[config.mk]
export PLATFORM = sky130hd
export DESIGN_NAME = lowest_free_id_allocator_flat
export DESIGN_NICKNAME = d
export VERILOG_FILES = /design/src/hw/rtl/lfia_pkg.sv /design/src/hw/rtl/lfia_in_if.sv /design/src/hw/rtl/lfia_out_if.sv /design/src/hw/rtl/lfia_pick.sv /design/src/hw/rtl/lowest_free_id_allocator.sv /design/src/flat_wrapper.sv
export SDC_FILE = /design/constraint.sdc
export NUM_CORES = 1
export LEC_CHECK = 0
export BUFFER_PORTS_ARGS = -buffer_cell sky130_fd_sc_hd__buf_2
export CAP_MARGIN = 5
export CORE_MARGIN = 5
export CORE_UTILIZATION = 53
export DETAILED_ROUTE_END_ITERATION = 8
export GPL_ROUTABILITY_DRIVEN = 0
export GPL_TIMING_DRIVEN = 0
export PLACE_DENSITY = 0.76
export SYNTH_ARGS = -nofsm -noshare
export SYNTH_HDL_FRONTEND = slang
export SYNTH_SLANG_ARGS = --single-unit
[constraint.sdc]
create_clock -name clk -period 2.3 [get_ports clk]
set_input_delay 0.575 -clock clk [delete_from_list [all_inputs] [get_ports clk]]
set_output_delay 0.575 -clock clk [all_outputs]
set_load 0.03 [all_outputs]
[src/hw/rtl/lfia_pkg.sv]
// ----------------------------------------------------------------------------
// lfia_pkg
// Shared types and constants for the lowest-free ID allocator.
// ----------------------------------------------------------------------------
package lfia_pkg;

  // Default size of the ID space
  localparam int ID_COUNT_DEF = 16;

  // Field widths of the event and result transfers
  localparam int FUNC_W   = 2;
  localparam int EVID_W   = 5;
  localparam int SYS_W    = 8;
  localparam int OUTID_W  = 4;

  // Event kinds
  localparam logic [FUNC_W-1:0] FUNC_CONNECT    = 2'd0;
  localparam logic [FUNC_W-1:0] FUNC_DISCONNECT = 2'd1;
  localparam logic [FUNC_W-1:0] FUNC_UPDATE     = 2'd2;

  // Outcome of an allocation search
  typedef struct packed {
    logic from_map;   // lowest freed ID taken from the bitmap
    logic from_next;  // highest seen plus one handed out
    logic exhausted;  // nothing left
  } pick_stat_t;

endpackage

[src/hw/rtl/lfia_in_if.sv]
// ----------------------------------------------------------------------------
// lfia_in_if
// Event channel: valid/ready handshake with the device event payload.
// ----------------------------------------------------------------------------
interface lfia_in_if;
  logic                                  valid;
  logic                                  ready;
  logic        [lfia_pkg::FUNC_W-1:0]    func;
  logic signed [lfia_pkg::EVID_W-1:0]    dev_id;
  logic signed [lfia_pkg::EVID_W-1:0]    previous_id;
  logic        [lfia_pkg::SYS_W-1:0]     system_ref;

  modport source (output valid, func, dev_id, previous_id, system_ref, input ready);
  modport sink   (input valid, func, dev_id, previous_id, system_ref, output ready);
endinterface

[src/hw/rtl/lfia_out_if.sv]
// ----------------------------------------------------------------------------
// lfia_out_if
// Result channel: valid/ready handshake with the ID assignment payload.
// ----------------------------------------------------------------------------
interface lfia_out_if;
  logic                              valid;
  logic                              ready;
  logic [lfia_pkg::OUTID_W-1:0]      assigned_id;
  logic [lfia_pkg::SYS_W-1:0]        system_out;
  logic                              exhausted;

  modport source (output valid, assigned_id, system_out, exhausted, input ready);
  modport sink   (input valid, assigned_id, system_out, exhausted, output ready);
endinterface

[src/hw/rtl/lfia_pick.sv]
// ----------------------------------------------------------------------------
// lfia_pick
// Allocation search: lowest freed ID, else highest seen plus one.
// ----------------------------------------------------------------------------
module lfia_pick #(
  parameter int ID_COUNT = lfia_pkg::ID_COUNT_DEF,
  parameter int IDW      = $clog2(ID_COUNT),
  parameter int HSW      = IDW + 1
) (
  input  logic [ID_COUNT-1:0]     map,
  input  logic signed [HSW-1:0]   highest,
  output logic [ID_COUNT-1:0]     low_onehot,
  output logic signed [HSW-1:0]   next_high,
  output logic [IDW-1:0]          pick_id,
  output lfia_pkg::pick_stat_t    stat
);

  logic [IDW-1:0] enc;
  logic           any_free;
  logic           room;

  // isolate lowest set bit
  assign low_onehot = map & (~map + ID_COUNT'(1));
  assign any_free   = |map;
  assign next_high  = highest + HSW'(1);
  assign room       = (int'(highest) + 1) < ID_COUNT;

  always_comb begin
    enc = '0;
    for (int i = 0; i < ID_COUNT; i++) begin
      if (low_onehot[i]) begin
        enc = enc | IDW'(i);
      end
    end
  end

  always_comb begin
    stat.from_map  = any_free;
    stat.from_next = !any_free && room;
    stat.exhausted = !any_free && !room;
    pick_id        = any_free ? enc : IDW'(next_high);
  end

endmodule

[src/hw/rtl/lowest_free_id_allocator.sv]
// ----------------------------------------------------------------------------
// lowest_free_id_allocator
// Device ID allocator handing out the lowest freed ID first.
// ----------------------------------------------------------------------------
// Events enter an input register and are resolved from that register by a
// short search over the freed-ID bitmap, which updates the bitmap and the
// highest-seen register and loads the result register in the same edge. One
// event is taken per cycle unless stalled; a connect event without an ID has
// its result loaded into the result register as it leaves the input register.
// Only such an event can stall: it waits in the input register while the
// result register holds a transfer not yet taken, and the event channel's
// ready then drops. All other events never produce a result and always move
// on. The single input and single result registers set that rate.
// ----------------------------------------------------------------------------
module lowest_free_id_allocator #(
  parameter int ID_COUNT = lfia_pkg::ID_COUNT_DEF
) (
  input  logic           clk,
  input  logic           rst,
  lfia_in_if.sink        evt,
  lfia_out_if.source     res
);

  localparam int IDW = $clog2(ID_COUNT);
  localparam int HSW = IDW + 1;   // signed, holds -1 .. ID_COUNT-1

  // Input register
  logic                                   q_valid;
  logic [lfia_pkg::FUNC_W-1:0]            q_func;
  logic signed [lfia_pkg::EVID_W-1:0]     q_dev;
  logic signed [lfia_pkg::EVID_W-1:0]     q_prev;
  logic [lfia_pkg::SYS_W-1:0]             q_sys;

  // Allocator state
  logic [ID_COUNT-1:0]                    freed_map;
  logic [ID_COUNT-1:0]                    freed_map_next;
  logic signed [HSW-1:0]                  highest_seen;
  logic signed [HSW-1:0]                  highest_seen_next;

  // Result register
  logic                                   r_valid;
  logic [lfia_pkg::OUTID_W-1:0]           r_id;
  logic [lfia_pkg::SYS_W-1:0]             r_sys;
  logic                                   r_exh;

  // Search results
  logic [ID_COUNT-1:0]                    low_onehot;
  logic signed [HSW-1:0]                  next_high;
  logic [IDW-1:0]                         pick_id;
  lfia_pkg::pick_stat_t                   stat;

  // Control
  logic                                   produces;
  logic                                   advance;
  logic                                   dev_ok;
  logic                                   prev_ok;
  logic [ID_COUNT-1:0]                    dev_mask;
  logic [ID_COUNT-1:0]                    prev_mask;
  logic                                   raise;
  logic signed [HSW-1:0]                  dev_hs;

  lfia_pick #(
    .ID_COUNT (ID_COUNT),
    .IDW      (IDW),
    .HSW      (HSW)
  ) u_pick (
    .map        (freed_map),
    .highest    (highest_seen),
    .low_onehot (low_onehot),
    .next_high  (next_high),
    .pick_id    (pick_id),
    .stat       (stat)
  );

  // Only a connect event without an ID yields a result transfer
  assign produces  = (q_func == lfia_pkg::FUNC_CONNECT) && q_dev[lfia_pkg::EVID_W-1];
  assign advance   = q_valid && (!produces || !r_valid || res.ready);
  assign evt.ready = !q_valid || advance;

  // Negative IDs mean none; IDs past the range are ignored
  assign dev_ok    = !q_dev[lfia_pkg::EVID_W-1] && (int'(q_dev[3:0]) < ID_COUNT);
  assign prev_ok   = !q_prev[lfia_pkg::EVID_W-1] && (int'(q_prev[3:0]) < ID_COUNT);
  assign dev_mask  = dev_ok  ? (ID_COUNT'(1) << q_dev[3:0])  : '0;
  assign prev_mask = prev_ok ? (ID_COUNT'(1) << q_prev[3:0]) : '0;
  assign dev_hs    = HSW'({1'b0, q_dev[3:0]});
  assign raise     = dev_ok && (int'(q_dev[3:0]) > int'(highest_seen));

  always_comb begin
    freed_map_next    = freed_map;
    highest_seen_next = highest_seen;
    case (q_func)
      lfia_pkg::FUNC_CONNECT: begin
        if (!q_dev[lfia_pkg::EVID_W-1]) begin
          // claim the carried ID
          freed_map_next = freed_map & ~dev_mask;
          if (raise) begin
            highest_seen_next = dev_hs;
          end
        end else if (stat.from_map) begin
          freed_map_next = freed_map & ~low_onehot;
        end else if (stat.from_next) begin
          highest_seen_next = next_high;
        end
      end
      lfia_pkg::FUNC_DISCONNECT: begin
        freed_map_next = freed_map | dev_mask;
      end
      lfia_pkg::FUNC_UPDATE: begin
        // claim first, then free: equal IDs end up freed
        freed_map_next = (freed_map & ~dev_mask) | prev_mask;
        if (raise) begin
          highest_seen_next = dev_hs;
        end
      end
      default: begin
      end
    endcase
  end

  // Input register
  always_ff @(posedge clk) begin
    if (rst) begin
      q_valid <= 1'b0;
    end else if (evt.ready) begin
      q_valid <= evt.valid;
    end
  end

  always_ff @(posedge clk) begin
    if (evt.valid && evt.ready) begin
      q_func <= evt.func;
      q_dev  <= evt.dev_id;
      q_prev <= evt.previous_id;
      q_sys  <= evt.system_ref;
    end
  end

  // Allocator state
  always_ff @(posedge clk) begin
    if (rst) begin
      freed_map    <= '0;
      highest_seen <= '1;
    end else if (advance) begin
      freed_map    <= freed_map_next;
      highest_seen <= highest_seen_next;
    end
  end

  // Result register
  always_ff @(posedge clk) begin
    if (rst) begin
      r_valid <= 1'b0;
    end else if (advance && produces) begin
      r_valid <= 1'b1;
    end else if (res.ready) begin
      r_valid <= 1'b0;
    end
  end

  always_ff @(posedge clk) begin
    if (advance && produces) begin
      r_id  <= stat.exhausted ? '0 : lfia_pkg::OUTID_W'(pick_id);
      r_sys <= q_sys;
      r_exh <= stat.exhausted;
    end
  end

  assign res.valid       = r_valid;
  assign res.assigned_id = r_id;
  assign res.system_out  = r_sys;
  assign res.exhausted   = r_exh;

  // --------------------------------------------------------------------------
  // Assertions
  // --------------------------------------------------------------------------
  a_high_range : assert property (@(posedge clk) disable iff (rst)
    (int'(highest_seen) >= -1) && (int'(highest_seen) < ID_COUNT))
    else $error("highest_seen out of range");

  a_exh_zero : assert property (@(posedge clk) disable iff (rst)
    (res.valid && res.exhausted) |-> (res.assigned_id == '0))
    else $error("exhausted result carries a non-zero ID");

  a_exh_cause : assert property (@(posedge clk) disable iff (rst)
    (advance && produces) |=>
      (res.exhausted == (($past(freed_map) == '0) &&
                         (int'($past(highest_seen)) == ID_COUNT - 1))))
    else $error("exhaustion flag disagrees with allocator state");

  a_map_clear : assert property (@(posedge clk) disable iff (rst)
    (advance && produces && stat.from_map) |=> ((freed_map & $past(low_onehot)) == '0))
    else $error("allocated ID still marked free");

  a_hold_item : assert property (@(posedge clk) disable iff (rst)
    (q_valid && !advance) |=> q_valid)
    else $error("stalled event lost from input register");

endmodule

[src/flat_wrapper.sv]
// flat-port wrapper written by rule: the top's interface ports become plain ports
module lowest_free_id_allocator_flat 
#(
  parameter int ID_COUNT = lfia_pkg::ID_COUNT_DEF
)
  (clk, rst, evt_valid, evt_func, evt_dev_id, evt_previous_id, evt_system_ref, evt_ready, res_valid, res_assigned_id, res_system_out, res_exhausted, res_ready);
  lfia_in_if evt_i ();
  lfia_out_if res_i ();
  input  logic clk;
  input  logic rst;
  input wire logic [$bits(evt_i.valid)-1:0] evt_valid;
  input wire logic [$bits(evt_i.func)-1:0] evt_func;
  input wire logic [$bits(evt_i.dev_id)-1:0] evt_dev_id;
  input wire logic [$bits(evt_i.previous_id)-1:0] evt_previous_id;
  input wire logic [$bits(evt_i.system_ref)-1:0] evt_system_ref;
  output wire logic [$bits(evt_i.ready)-1:0] evt_ready;
  output wire logic [$bits(res_i.valid)-1:0] res_valid;
  output wire logic [$bits(res_i.assigned_id)-1:0] res_assigned_id;
  output wire logic [$bits(res_i.system_out)-1:0] res_system_out;
  output wire logic [$bits(res_i.exhausted)-1:0] res_exhausted;
  input wire logic [$bits(res_i.ready)-1:0] res_ready;
  assign evt_i.valid = evt_valid;
  assign evt_i.func = evt_func;
  assign evt_i.dev_id = evt_dev_id;
  assign evt_i.previous_id = evt_previous_id;
  assign evt_i.system_ref = evt_system_ref;
  assign evt_ready = evt_i.ready;
  assign res_valid = res_i.valid;
  assign res_assigned_id = res_i.assigned_id;
  assign res_system_out = res_i.system_out;
  assign res_exhausted = res_i.exhausted;
  assign res_i.ready = res_ready;
  lowest_free_id_allocator #(.ID_COUNT(ID_COUNT)) u_core (.clk(clk), .rst(rst), .evt(evt_i), .res(res_i));
endmodule
==> results of run 1 <==
[state kept, by name, summed over array words and instances, names as in the netlist]
| register | flops |
|---|---|
| u_core.q_func | 2 |
| u_core.freed_map | 16 |
| u_core.res.exhausted | 1 |
| u_core.highest_seen | 5 |
| u_core.res.assigned_id | 4 |
| u_core.q_valid | 1 |
| u_core.q_prev | 5 |
| u_core.q_sys | 8 |
| u_core.res.system_out | 8 |
| u_core.q_dev | 5 |
| u_core.res.valid | 1 |
[repair_timing]
| item | 4_1_cts | 5_1_grt |
|---|---|---|
| endpoints found under the setup margin | 24 | 31 |
| hold buffers | 0 | 0 |
| gates resized for setup | 5 | 9 |
| endpoints found under the hold margin | 0 | 0 |
[cell usage in the layout (no fill, tap or decap), types with 4 or more instances in the layout]
cell type / synthesis / final
o211ai_1: 11 / 11
a21oi_1: 32 / 31
nand3_1: 21 / 21
o22ai_1: 4 / 4
nand2b_1: 9 / 9
a31oi_1: 5 / 4
o32ai_1: 4 / 4
ha_1: 9 / 9
edfxtp_1: 33 / 33
nor3_1: 18 / 18
nor2b_1: 9 / 9
dfxtp_1: 23 / 23
a221oi_1: 4 / 4
nor2_1: 24 / 23
buf_2: 1 / 38
nand2_1: 14 / 14
clkbuf_8: 0 / 5
clkbuf_1: 17 / 13
inv_1: 17 / 17
clkbuf_2: 2 / 5
o31ai_1: 9 / 9
o21ai_0: 20 / 19
[layout make-up]
cell class / instances / area share, %
plain buffers: 21 / 2.47
clock buffers: 5 / 1.81
clock inverters: 3 / 0.757
inverters: 17 / 1.68
multi-input cells: 271 / 47.7
flip-flops and latches: 56 / 38.2
well taps: 77 / 2.53
repair buffers: 37 / 4.87
[synthesized netlist by cell type, types with 3 or more instances]
cell	count	area share, %
edfxtp_1	33	29
a21oi_1	32	4.7
nor2_1	24	2.7
dfxtp_1	23	14
nand3_1	21	3.1
o21ai_0	20	3.0
nor3_1	18	2.7
clkbuf_1	17	1.9
inv_1	17	1.9
nand2_1	14	1.6
o211ai_1	11	2.4
ha_1	9	3.3
nand2b_1	9	1.7
nor2b_1	9	1.7
o31ai_1	9	2.0
a31oi_1	5	0.93
a211oi_1	4	0.89
a221oi_1	4	1.0
and2_1	4	0.74
o22ai_1	4	0.74
o32ai_1	4	1.0
a2111oi_0	3	0.78
a21boi_0	3	0.67
a21o_1	3	0.67
a31o_2	3	0.78
and3_1	3	0.56
nand4_1	3	0.56
o21a_1	3	0.67
o21bai_1	3	0.67
o311ai_1	3	0.78
or3_1	3	0.56
[stage by stage]
stage	worst slack [ns]	instances	power, mW	instance area (sq um)
2_1_floorplan	0.269	366	1.40	3390
3_3_place_gp	-0.0817	480	1.49	3670
3_5_place_dp	-0.172	480	1.50	3670
4_1_cts	0.0197	488	2.09	3770
5_1_grt	0.00140	487	2.19	3800
6_report	0.120	487	2.10	3800
[logic make-up after synthesis]
| group | synth area share (%) |
|---|---|
| buffers and inverters | 4.66 |
| DFF | 42.9 |
| and+or+nand+nor | 21.4 |
| AOI/OAI and AO/OA | 26.5 |
| muxes | 0.963 |
| xor gates and xnor gates | 0.259 |
| adders and majority gates | 3.33 |
[worst paths after layout]
kind | cells past startpoint | end
setup / recovery | 8 | u_core.highest_seen[1]
hold / removal | 1 | u_core.q_dev[1]
setup reg to reg | 8 | u_core.highest_seen[1]
hold reg to reg | 0 | u_core.res.system_out[3]
[power groups by stage]
stage,sequential (mW),combinational (mW),clock [mW]
floorplan,1.15,0.250,0
CTS,1.13,0.357,0.608
global route,1.14,0.403,0.653
detailed placement,1.15,0.353,0
global placement,1.15,0.345,0
finish,1.13,0.370,0.595
[layer usage]
metal | share of wire (%) | vias up
met5 | 0 | -
met4 | 2.6 | 0
met3 | 9.3 | 36
met2 | 47 | 198
met1 | 41 | 1534
li1 | - | 1498
[critical path, stage by stage, from the launching register on]
cell and delay, ns:
edfxtp_1 0.38, clkbuf_2 0.25, inv_1 0.10, ha_1 0.19, nor2b_1 0.11, o211ai_1 0.14
a21oi_2 0.28, mux2_2 0.38, o311ai_1 0.25
==> impl_metrics.py, run 1 <==
metrics = {
    "placed_design": {
        "portBuffers": 37,
        "dp_hpwl_microns": 6580,
    },
    "synthesis": {
        "synth-main-ff-cell": "edfxtp_1",
        "ys_seq_elements": 56,
        "seq_area_frac_synth_pct": 42.9,
        "netlist_area_sq_um": 3380,
        "synth.distinct_cells": 65,
        "postSynthAreaPerCell_sq_um": 9.23,
        "synthArstFlopShare_pct": 0,
        "synthCells": 366,
        "synth_warnings": 0,
        "synth_edf_count": 33,
        "synth_fp_nets": 399,
    },
    "layout": {
        "multiInputGateArea_sq_um": 1810,
        "regArea_sq_um": 1450,
        "nNetsFinal": 442,
        "final_layout_size_suffix_gt1_share_pct": 18.8,
        "fin_util_pct": 60.6,
        "n_antenna_cell": 0,
        "fillers": 553,
        "area_growth_pct": 12.5,
    },
    "timing": {
        "worstMarginPinSlew_ns": 0.714,
        "min_period_ns": 2.18,
        "final_max_slew_viol_count": 0,
        "finalHoldViolCount": 0,
        "whs_ns": 0.415,
        "rsz0062_at_grt": "no",
        "finalSetupViolCount": 0,
        "finalSetupTns_ns": 0,
        "fin_crit_sh_pct": 94.8,
        "clock_skew_ns": 0.0165,
        "timing.slew.headroom_pct": 52.3,
        "fmax_ghz": 0.459,
    },
    "pwr": {
        "p_leak_nw": 1.39,
        "combPwrFrac_pct": 17.6,
        "p_per_area_nw_per_um2": 551,
        "peakVddDrop_uv": 437,
        "swShare_pct": 30.0,
        "clkPwrFrac_pct": 28.4,
        "p_switching_mw": 0.628,
        "p_int_mw": 1.47,
        "p_seq_share_pct": 54.0,
    },
    "worst_hold_path": {
        "hp-start": "evt_dev_id[1]",
        "hp-class": "primary input to flop",
    },
    "clock_network": {
        "clk_path_buf_depth": 2,
        "cts_setup_buffers": 0,
        "path_clk_slew_ns": 0.12,
        "clockRootBuffer": "clkbuf_8",
        "cts_max_level": 2,
        "cts_made_buffers": 5,
        "cts_tree": "yes",
        "clk_latency_ns": 0.32,
        "cts_sinks": 56,
    },
    "drt": {
        "dr.pass1.iters": 6,
        "via_count": 3266,
        "wirelength_microns": 9030,
        "post_drt_wl_per_cell_microns": 18.6,
        "drc": 0,
        "viasPerCell": 6.71,
        "dr.first_iter.drc_count": 374,
        "ant_nets": 0,
    },
    "setup_path": {
        "cp-start-kind": "flop",
        "worstSetupPathType": "flop to flop",
        "cp_data_arrival_time_ns": 2.42,
        "critPathMaxFanout": 10,
        "worstPathRequired_ns": 2.54,
        "cp-end-kind": "flop",
        "rrSetupSlack_ns": 0.12,
        "cp-startpoint": "u_core.q_dev[0]",
        "r2r-start": "u_core.q_dev[0]",
    },
    "floorplan": {
        "dieArea_sq_um": 8070,
        "chipWidth_microns": 89.9,
        "core_region_area_sq_um": 6280,
        "chipHeight_microns": 89.9,
        "rows": 29,
        "ios": 39,
        "start_util_pct": 53.8,
    },
    "grt": {
        "antenna_found_initial": 0,
        "overflow": 0,
        "grtUsageMet3_pct": 4.34,
        "grt_pass1_vias": 3139,
        "use_met2_pct": 35.4,
        "grtUsageTotal_pct": 22.2,
        "grt_busiest_layer": "met2",
        "grt.met1_usage_pct": 29.5,
        "grt_max_degree": 21,
        "grt_first_pass_wirelength_microns": 15000,
    },
    "run": {
        "cap_violations": 0,
    },
    "outcome": {
        "status": "finished, final reports clean",
    },
}
Note: power is estimated with default switching activity, not from simulation.
==> inputs of run 2 (changes only) <==
Settings changed: PLACE_DENSITY 0.76 to 0.73.
Clock period 2.3 ns to 2.63 ns, I/O delays scaled along.
==> impl_metrics.py, run 2 (same netlist as run 1, synthesis figures left out) <==
metrics = {
    "clock_network": {
        "cts_made_buffers": 5,
        "cts_tree": "yes",
        "cts_sinks": 56,
        "clockRootBuffer": "clkbuf_8",
        "clk_latency_ns": 0.32,
        "cts_max_level": 2,
        "postCtsHoldBufs": 0,
        "clk_path_buf_depth": 2,
        "path_clk_slew_ns": 0.11,
    },
    "layout": {
        "fillers": 536,
        "multiInputGateArea_sq_um": 1780,
        "largest_reg_flops": 16,
        "regArea_sq_um": 1450,
        "layout_common_cells": "buf_2 (38), edfxtp_1 (33), a21oi_1 (32)",
        "nNetsFinal": 443,
        "final_layout_size_suffix_gt1_share_pct": 17.3,
        "n_antenna_cell": 0,
        "area_growth_pct": 12.0,
        "fin_util_pct": 60.3,
        "final_common_cell": "buf_2",
        "regMostFlops": "u_core.freed_map",
    },
    "drt": {
        "ant_nets": 0,
        "route.met2.wl_microns": 4320,
        "dr.pass1.iters": 6,
        "top_layer_used": "met4",
        "drc": 0,
        "via_count": 3277,
        "dr_wl_met3_microns": 907,
        "viasPerCell": 6.72,
        "wirelength_microns": 9320,
        "wl_met1_microns": 3800,
        "dr.first_iter.drc_count": 381,
        "post_drt_wl_per_cell_microns": 19.1,
    },
    "timing": {
        "final_max_slew_viol_count": 0,
        "rsz0062_at_grt": "no",
        "whs_ns": 0.434,
        "fmax_ghz": 0.400,
        "finalSetupTns_ns": 0,
        "fin_crit_sh_pct": 95.0,
        "clock_skew_ns": 0.0108,
        "finalSetupViolCount": 0,
        "layout_setup_ws_ns": 0.133,
        "finalHoldViolCount": 0,
        "worstMarginPinSlew_ns": 0.938,
        "min_period_ns": 2.50,
        "timing.slew.headroom_pct": 36.8,
    },
    "pwr": {
        "peakVddDrop_uv": 345,
        "p_leak_nw": 1.38,
        "p_per_area_nw_per_um2": 486,
        "p_total_mw": 1.84,
    },
    "outcome": {
        "status": "finished, final reports clean",
    },
    "placed_design": {
        "portBuffers": 37,
        "dp_hpwl_microns": 6660,
        "dpl_worst_slack_ns": 0.133,
    },
    "setup_path": {
        "cp-end-kind": "primary output",
        "cp_data_arrival_time_ns": 1.84,
        "worstPathRequired_ns": 1.97,
        "critPathMaxFanout": 10,
        "cp-start-kind": "flop",
        "worstSetupPathType": "flop to primary output",
    },
    "floorplan": {
        "rows": 29,
        "dieArea_sq_um": 8070,
        "chipHeight_microns": 89.9,
        "core_region_area_sq_um": 6280,
        "chipWidth_microns": 89.9,
        "start_util_pct": 53.8,
        "ios": 39,
    },
    "grt": {
        "overflow": 0,
        "grt_max_degree": 21,
        "grt_first_pass_wirelength_microns": 15000,
        "grtUsageTotal_pct": 22.4,
        "grt_pass1_vias": 3119,
        "antenna_found_initial": 0,
    },
    "worst_hold_path": {
        "hp-class": "flop to flop",
    },
    "run": {
        "cap_violations": 0,
    },
}
==> run 2: cell count changes in the layout (fill, tap and decap cells not counted), moves of 2 or more <==
cell	change
clkbuf_1	+3
a31oi_2	+2
clkbuf_2	-3
a31oi_4	-2
==> run 2: where the power goes <==
group	internal [mW]	switching (mW)	leakage, nW
Combinational	0.118	0.201	0.830
Sequential	0.962	0.0281	0.500
Clock	0.202	0.328	0.0515
Total	1.28	0.557	1.38
==> run 2: path summary, 6_finish.rpt <==
kind | from | depth (start not counted) | end | slack, ns
max | u_core.q_dev[4] | 4 | evt_ready | 0.13
min | u_core.q_sys[2] | 0 | u_core.res.system_out[2] | 0.43
max reg2reg | u_core.q_func[0] | 8 | u_core.freed_map[3] | 0.18
min reg2reg | u_core.q_sys[2] | 0 | u_core.res.system_out[2] | 0.43
==> run 2: layer usage <==
metal	up-vias	track usage [%]
met5	-	0
met4	0	10.0
met3	36	3.26
met2	241	35.7
met1	1506	30.1
li1	1494	-
==> run 2: metrics by stage <==
stage,area (sq um),instances
after floorplan,3380,366
after global placement,3660,480
after detailed placement,3680,481
after CTS,3780,489
after global routing,3780,488
final,3780,488
==> run 2: final cells by class <==
type                            count  share of cell area, %
Sequential cell                    56                   38.4
Clock inverter                      3                  0.893
Buffer                             21                   2.38
Multi-Input combinational cell    271                   47.0
Clock buffer                        5                   1.82
Timing Repair Buffer               38                   5.29
Tap cell                           77                   2.55
Inverter                           17                   1.69
==> run 2: worst max-delay path: stages (launching register included) <==
cell	delay (ns)
edfxtp_1	0.39
clkbuf_1	0.41
and2_1	0.35
nand3_1	0.15
buf_2	0.21
==> run 2: repair_timing <==
item	4_1_cts	5_1_grt
hold endpoints to repair	0	0
resized for setup	0	1
setup buffers	0	0
endpoints found under the setup margin	0	14
